### src/rtl/assert_macros.svh
`ifndef ASSERT_MACROS_SVH
`define ASSERT_MACROS_SVH

// Clocked check, held off while reset is asserted.
`define NCR_ASSERT(lbl, prop, msg) \
    lbl: assert property (@(posedge i_clk) disable iff (!i_rst_n) prop) else $error(msg);

// Clocked check that also covers the reset cycles.
`define NCR_ASSERT_RST(lbl, prop, msg) \
    lbl: assert property (@(posedge i_clk) prop) else $error(msg);

`endif

### src/rtl/ncr_pkg.sv
`timescale 1ns / 1ps
`default_nettype none

package ncr_pkg;

    // fixed point format: signed DATA_W bits, FRAC_BITS fraction bits
    localparam int FRAC_BITS  = 16;
    localparam int DATA_W     = 32;
    localparam int TOL_W      = 16;
    localparam int ITER_W     = 8;
    localparam int STATUS_W   = 2;
    localparam int CFG_ADDR_W = 2;
    localparam int CFG_DATA_W = 16;

    // divider works on |f| << FRAC_BITS, one quotient bit per cycle
    localparam int DIV_W      = DATA_W + FRAC_BITS;
    localparam int DIV_CNT_W  = $clog2(DIV_W);

    localparam logic [CFG_ADDR_W-1:0] CFG_TOLERANCE  = CFG_ADDR_W'(0);
    localparam logic [CFG_ADDR_W-1:0] CFG_ITER_LIMIT = CFG_ADDR_W'(1);

    localparam logic [TOL_W-1:0]  TOL_RESET   = TOL_W'(1);
    localparam logic [ITER_W-1:0] LIMIT_RESET = ITER_W'(64);

    typedef enum logic [STATUS_W-1:0] {
        ST_CONVERGED = 2'd0,
        ST_DZERO     = 2'd1,
        ST_LIMIT     = 2'd2
    } t_status;

    typedef struct packed {
        logic              load_x;
        logic              square;
        logic              cube;
        logic              func;
        logic              div_load;
        logic              div_step;
        logic              update;
        logic              check;
        logic              out_load;
        logic [ITER_W-1:0] iter;
        t_status           status;
    } t_cmd;

    typedef struct packed {
        logic d_zero;
        logic converged;
    } t_flags;

endpackage

`default_nettype wire

### src/rtl/ncr_ctrl.sv
`timescale 1ns / 1ps
`default_nettype none
`include "assert_macros.svh"

module ncr_ctrl (
    input  wire logic                         i_clk,
    input  wire logic                         i_rst_n,
    input  wire logic                         i_in_valid,
    output logic                              o_in_ready,
    output logic                              o_out_valid,
    input  wire logic                         i_out_ready,
    input  wire logic [ncr_pkg::ITER_W-1:0]   i_iter_limit,
    input  wire ncr_pkg::t_flags              i_flags,
    output ncr_pkg::t_cmd                     o_cmd
);

    typedef enum logic [8:0] {
        S_IDLE  = 9'b000000001,
        S_SQR   = 9'b000000010,
        S_CUBE  = 9'b000000100,
        S_FUNC  = 9'b000001000,
        S_DLOAD = 9'b000010000,
        S_DIV   = 9'b000100000,
        S_UPD   = 9'b001000000,
        S_CHK   = 9'b010000000,
        S_DONE  = 9'b100000000
    } t_state;

    t_state                          r_state, n_state;
    logic [ncr_pkg::ITER_W-1:0]      r_iter, n_iter;
    logic [ncr_pkg::DIV_CNT_W-1:0]   r_div_cnt, n_div_cnt;
    ncr_pkg::t_status                r_status, n_status;
    logic                            r_out_valid, n_out_valid;

    always_comb begin
        n_state     = r_state;
        n_iter      = r_iter;
        n_div_cnt   = r_div_cnt;
        n_status    = r_status;
        o_cmd       = '0;
        o_cmd.iter   = r_iter;
        o_cmd.status = r_status;

        case (r_state)
            S_IDLE: begin
                if (i_in_valid) begin
                    o_cmd.load_x = 1'b1;
                    n_iter       = ncr_pkg::ITER_W'(1);
                    n_state      = S_SQR;
                end
            end
            S_SQR: begin
                o_cmd.square = 1'b1;
                n_state      = S_CUBE;
            end
            S_CUBE: begin
                o_cmd.cube = 1'b1;
                n_state    = S_FUNC;
            end
            S_FUNC: begin
                o_cmd.func = 1'b1;
                if (i_flags.d_zero) begin
                    n_status = ncr_pkg::ST_DZERO;
                    n_state  = S_DONE;
                end else begin
                    n_state = S_DLOAD;
                end
            end
            S_DLOAD: begin
                o_cmd.div_load = 1'b1;
                n_div_cnt      = ncr_pkg::DIV_CNT_W'(ncr_pkg::DIV_W - 1);
                n_state        = S_DIV;
            end
            S_DIV: begin
                o_cmd.div_step = 1'b1;
                n_div_cnt      = r_div_cnt - 1'b1;
                if (r_div_cnt == '0) begin
                    n_state = S_UPD;
                end
            end
            S_UPD: begin
                o_cmd.update = 1'b1;
                n_state      = S_CHK;
            end
            S_CHK: begin
                o_cmd.check = 1'b1;
                if (i_flags.converged) begin
                    n_status = ncr_pkg::ST_CONVERGED;
                    n_state  = S_DONE;
                end else if (r_iter >= i_iter_limit) begin
                    // limit of zero behaves as one: r_iter is at least one here
                    n_status = ncr_pkg::ST_LIMIT;
                    n_state  = S_DONE;
                end else begin
                    n_iter  = r_iter + 1'b1;
                    n_state = S_SQR;
                end
            end
            S_DONE: begin
                if (!r_out_valid || i_out_ready) begin
                    o_cmd.out_load = 1'b1;
                    n_state        = S_IDLE;
                end
            end
            default: begin
                n_state = S_IDLE;
            end
        endcase

        if (o_cmd.out_load) begin
            n_out_valid = 1'b1;
        end else if (i_out_ready) begin
            n_out_valid = 1'b0;
        end else begin
            n_out_valid = r_out_valid;
        end
    end

    always_ff @(posedge i_clk) begin
        if (!i_rst_n) begin
            r_state     <= S_IDLE;
            r_out_valid <= 1'b0;
        end else begin
            r_state     <= n_state;
            r_out_valid <= n_out_valid;
        end
        r_iter    <= n_iter;
        r_div_cnt <= n_div_cnt;
        r_status  <= n_status;
    end

    assign o_in_ready  = (r_state == S_IDLE);
    assign o_out_valid = r_out_valid;

    `NCR_ASSERT(a_no_result_overwrite, o_cmd.out_load |-> (!r_out_valid || i_out_ready), "result overwritten before taken")
    `NCR_ASSERT(a_accept_starts_run, (i_in_valid && o_in_ready) |=> (r_state == S_SQR && r_iter == ncr_pkg::ITER_W'(1)), "accepted transaction did not start a run")
    `NCR_ASSERT(a_div_to_update, (r_state == S_DIV && r_div_cnt == '0) |=> (r_state == S_UPD), "divider did not hand over to update")
    `NCR_ASSERT_RST(a_reset_idle, !i_rst_n |=> (r_state == S_IDLE && !r_out_valid), "reset did not clear controller")

endmodule

`default_nettype wire

### config.mk
export PLATFORM = sky130hd
export DESIGN_NAME = ncr_ctrl
export DESIGN_NICKNAME = d
export VERILOG_FILES = /design/src/rtl/ncr_pkg.sv /design/src/rtl/ncr_ctrl.sv
export VERILOG_INCLUDE_DIRS = /design/src /design/src/rtl
export SDC_FILE = /design/constraint.sdc
export NUM_CORES = 1
export LEC_CHECK = 0
export BUFFER_PORTS_ARGS = -buffer_cell sky130_fd_sc_hd__buf_2
export CAP_MARGIN = 10
export CORE_MARGIN = 5
export CORE_UTILIZATION = 40
export DETAILED_ROUTE_END_ITERATION = 10
export PLACE_DENSITY = 0.65
export SLEW_MARGIN = 20
export SYNTH_ARGS = -nofsm -noshare
export SYNTH_HDL_FRONTEND = slang
export SYNTH_SLANG_ARGS = --single-unit
### constraint.sdc
create_clock -name i_clk -period 2.9 [get_ports i_clk]
set_clock_uncertainty 0.1 [all_clocks]
set_input_delay 0.145 -clock i_clk [delete_from_list [all_inputs] [get_ports i_clk]]
set_output_delay 0.145 -clock i_clk [all_outputs]
set_load 0.03 [all_outputs]
### After elaboration in Yosys (flattened, before gate mapping)

Cells that the tools add are included.

| word-level totals | value |
|---|---|
| bits in registers | 26 |
| bits of input ports | 14 |

| operators by class | value |
|---|---|
| add/subtract/negate cells | 2 |
| magnitude comparators | 1 |
| equal/unequal tests | 16 |
| multiplexer cells | 29 |
| reduce and logical (&&, ||, !) cells | 10 |

Operators by type and width:

| operator | count |
|---|---|
| one-hot mux 9 bit (9 select lines) | 1 |
| 2-to-1 mux 9 bit | 6 |
| 2-to-1 mux 8 bit | 3 |
| one-hot mux 8 bit (2 select lines) | 1 |
| 2-to-1 mux 1 bit | 13 |
| inequality test 2 bit (second input constant) | 6 |
| one-hot mux 6 bit (2 select lines) | 1 |
| == test 9 x 1 -> 1 bit (second input constant) | 1 |
| == test 9 x 2 -> 1 bit (second input constant) | 1 |
| == test 9 x 3 -> 1 bit (second input constant) | 1 |
| == test 9 x 4 -> 1 bit (second input constant) | 1 |
| == test 9 x 5 -> 1 bit (second input constant) | 1 |
| == test 9 x 6 -> 1 bit (second input constant) | 1 |
| == test 9 x 7 -> 1 bit (second input constant) | 1 |
| == test 9 x 8 -> 1 bit (second input constant) | 1 |
| == test 9 bit (second input constant) | 1 |
| adder 8 x 1 -> 8 bit (second input constant) | 1 |
| >= comparator 8 bit | 1 |
| nonzero test 2 bit | 4 |
| logical NOT 6 bit | 1 |
| 2-to-1 mux 2 bit | 3 |
| AND reduction 3 bit | 2 |
| subtractor 6 x 1 -> 6 bit (second input constant) | 1 |
| one-hot mux 2 bit (2 select lines) | 1 |
| other kinds (4) | 4 |

### Longest topological paths before layout

| logic depth | value |
|---|---|
| word-level depth | 5 |
| mapped depth | 6 |
| gate-level depth less buffers | 6 |

### Worst setup path before layout

Ideal clock, no wire load.

| timing path | value |
|---|---|
| path type | register to register |
| start point | register r_iter[0] (netlist bit) |
| end point | register r_iter[0] (netlist bit) (enable) |
| arrival time | 1.904 ns |
| path slack | 0.571 ns |
| stages on the path, launching flop included | 7 |
| path through | edfxtp_1 > inv_1 > ha_1 > nor3b_1 > o21ai_0 > a2111oi_2 > a21o_1 |

| on the way | value |
|---|---|
| word-level cells in the longest chain between the ends | 3 |

RTL lines:

| item | RTL line | RTL |
|---|---|---|
| start: declaration | ncr_ctrl.sv:30 | `logic [ncr_pkg::ITER_W-1:0] r_iter, n_iter;` |
| start signal: assignment | ncr_ctrl.sv:127 | `r_iter <= n_iter;` |
| >= comparator 8 bit | ncr_ctrl.sv:90 | `end else if (r_iter >= i_iter_limit) begin` |
| inequality test 2 bit (no source line) | - |  |
| AND reduction 4 bit (no source line) | - |  |

No other way between the ends.
A chain may end at the register's enable or synchronous reset.

### Final worst setup path

Ends and elaborated chain as after synthesis.

==> flow_summary.toml <==
[clock_network]
clockRootBuffer = "clkbuf_8"
tritoncts = "done"
cts.reportedPaths.clkPinSlew_ps = 80
cts_resized = 0
clk_latency_ps = 260
cts-buffers-inserted = 3
cts_sinks = 26
ctsHtreeMaxLevel = 1
clk_path_buf_depth = 2

[power]
swShare_pct = 25.3
power_density_nw_per_um2 = 420
peakVddDrop_mv = 0.398
seq_power_share_pct = 54.0
p_int_mw = 0.576
pwr-share-clk_pct = 29.5
p_comb_share_pct = 16.6
p_sw_mw = 0.195
p_leak_nw = 0.834

[synthesis]
synth_adder_area_share_pct = 8.00
synthMuxAreaShare_pct = 0
synth_cell_type_count = 44
syn_area_per_cell_sq_um = 9.54
synth_cells = 164
syn_nets = 188
yosysSeqAreaShare_pct = 43.5
synth_xor_area_share_pct = 5.60
yosys_warnings = 0
synth_compound_area_share_pct = 9.52
synth_edf_count = 16
yosysTopAreaCell = "edfxtp_1"
synthTopCellsByArea = "edfxtp_1 31%, dfxtp_1 13%, ha_1 8.0%"
async_reset_ff_share_pct = 0
synth-simple-area-share_pct = 27.7
netlist.area_leader.share_pct = 30.7
synth_top_family_by_area = "simple AND/OR/NAND/NOR gates"
synth_ff_type = "edfxtp_1"
syn_area_sq_um = 1560
synth-seq-cells = 26

[place]
gp_congestion = 0.726
dpl_cell_area_sq_um = 1770
port-buffer-count = 34
dpl.hpwl_mm = 2.53

[routing]
drt_iter0_drc = 42
drt-pass1-iter-count = 4
wl_mm = 3.14
vias = 1225
post-route-drc-count = 0
drtAntennaViolNets = 0
via_per_inst = 4.96
wl_per_cell_um = 12.7

[die]
boundaryPins = 35
die_area_sq_um = 5260
die_height_um = 72.5
fp.dieW_um = 72.5
start_util_pct = 42.1
rows = 22
core_sq_um = 3720

[setup_path]
r2r_setup_slack_ps = 550
reg2reg_from = "r_iter[0]$_SDFFCE_PP1P_"
crit_path_top_delay_cell = "edfxtp_1"
worstSetupEndpointType = "flop"
rr_worst_depth = 6
crit_arrival_ps = 2200
worstPathRequired_ps = 2740
startpoint_type = "flop"
cpPeakStageDelay_ps = 470
regToRegEndpoint = "r_iter[0]$_SDFFCE_PP1P_"
path_cells = "inv_1 -> ha_1 -> nor3b_1 -> o21ai_0 -> a2111oi_2 -> a21o_1"
worstSetupPathType = "flop to flop"
critical_path.max_fanout = 8

[timing]
setup_viol = 0
relSlewSlack_pct = 63.7
hold_violations = 0
slew_violations = 0
tightest_slew_ps = 537
finalCriticalPeriod_ps = 2350
post-route-period-util_pct = 81.2
fmax_mhz = 425
fin_tns_setup_ps = 0
rsz0062_at_grt = "no"

[finish]
seq_area_sq_um = 681
num-fill-cells = 364
final_nets = 224
diodes = 0
multi_input_area_sq_um = 795
fin_area_sq_um = 1830
drive_gt1_share_pct = 22.1
syn2layout_area_growth_pct = 17.3

[job]
cap_violations = 0

[global_routing]
grt_pass1_wl_mm = 5.11
overflow = 0
grt_max_degree = 15
antenna_found_initial = 0
grt_pass1_vias = 1180
grt.total_usage_pct = 12.4

[worst_hold_path]
holdPathEnd = "r_state[0]$_SDFFE_PN1P_"
hold_start = "i_rst_n"
hp-class = "primary input to flop"
hold_depth = 2

[run_status]
status = "finished, final reports clean"
==> cell families after synthesis <==
group                    Yosys count
AO/OA/AOI/OAI                     20
XOR/XNOR                          10
adder cells (fa/ha/maj)           10
buffers and inverters             21
flip-flops                        26
AND/OR/NAND/NOR                   77
==> critical path, delay by kind of cell (launching register included) <==
kind | cells | cell delay [ps]
AO/OA/AOI/OAI | 3 | 990
adder cells (fa/ha/maj) | 1 | 220
buffers and inverters | 1 | 90
flip-flops | 1 | 470
AND/OR/NAND/NOR | 1 | 160
==> cell usage in the layout, fill, tap and decap left out, types with 2 or more instances in the layout <==
cell type	count
and4b_1	2
nor2_1	23
o21ai_0	5
nor4b_1	2
ha_1	10
and2_1	2
inv_1	16
nand2b_1	3
nand3_1	8
clkbuf_8	4
buf_2	34
xor2_1	4
nor3b_1	2
nor4_1	2
edfxtp_1	16
o221ai_1	2
nor3_1	6
nand2_1	11
a21oi_1	2
xnor2_1	6
nor2b_1	7
dfxtp_1	10
==> power groups by stage <==
stage,combinational (mW),clock [mW],sequential [mW]
floorplan,0.0779,0,0.436
detailed placement,0.128,0,0.424
finish,0.128,0.227,0.416
global placement,0.129,0,0.424
global route,0.143,0.260,0.418
CTS,0.130,0.237,0.416
==> state kept, by name, summed over array words and instances, names as in the netlist <==
register,flops
r_state,9
o_out_valid,1
r_iter,8
r_div_cnt,6
r_status,2
==> what timing repair did <==
| action | in CTS | in global routing |
|---|---|---|
| setup buffers | 0 | 0 |
| hold buffers | 1 | 0 |
| endpoints found under the hold margin | 1 | 0 |
==> worst max path at each step <==
stage,startpoint,end,slack (ps),cells past startpoint
finish,r_iter[0]$_SDFFCE_PP1P_,r_iter[0]$_SDFFCE_PP1P_,550,6
global route,r_iter[0]$_SDFFCE_PP1P_,r_iter[6]$_SDFFCE_PP0P_,320,6
detailed placement,r_iter[0]$_SDFFCE_PP1P_,r_iter[1]$_SDFFCE_PP0P_,510,6
floorplan,r_iter[0]$_SDFFCE_PP1P_,r_iter[0]$_SDFFCE_PP1P_,570,6
global placement,r_iter[0]$_SDFFCE_PP1P_,r_iter[0]$_SDFFCE_PP1P_,560,6
CTS,r_iter[0]$_SDFFCE_PP1P_,r_iter[0]$_SDFFCE_PP1P_,500,6
==> cell type report <==
cell class	instances	area share, %
Tap cell	48	3.27
Multi-Input combinational cell	117	43.3
Timing Repair Buffer	35	9.82
Sequential cell	26	37.1
Inverter	17	3.48
Clock buffer	4	3.00
==> per-layer routing <==
metal	wire, um	up-vias	GRT usage, %
li1	-	650	-
met1	1520	549	15.7
met2	1420	22	20.3
met3	167	4	3.60
met4	29	0	3.69
met5	0	-	0
==> synth_stat cells (2+ instances only) <==
library cell and count:
o221ai_1 2, nand3_1 8, inv_1 16, and2_1 2, o21ai_0 5, nor3b_1 2, xor2_1 4, nor4_1 2
nand2_1 11, edfxtp_1 16, dfxtp_1 10, nor3_1 6, nor2_1 23, ha_1 10, and4b_1 2, nand2b_1 3
buf_4 2, xnor2_1 6, a21oi_1 2, nor2b_1 7, nor4b_1 2
==> metrics by stage <==
step / instances / worst slack [ps] / hold WS, ps / utilization, % / total power, mW
6_report: 247 / 545 / 54.9 / 49.4 / 0.771
5_1_grt: 247 / 322 / 52.6 / 49.4 / 0.821
4_1_cts: 247 / 499 / 48.3 / 49.4 / 0.783
3_5_place_dp: 242 / 506 / 247 / 47.6 / 0.553
3_3_place_gp: 242 / 556 / 252 / 47.6 / 0.553
2_1_floorplan: 164 / 571 / 121 / - / 0.514
(Power assumes the default switching activity.)
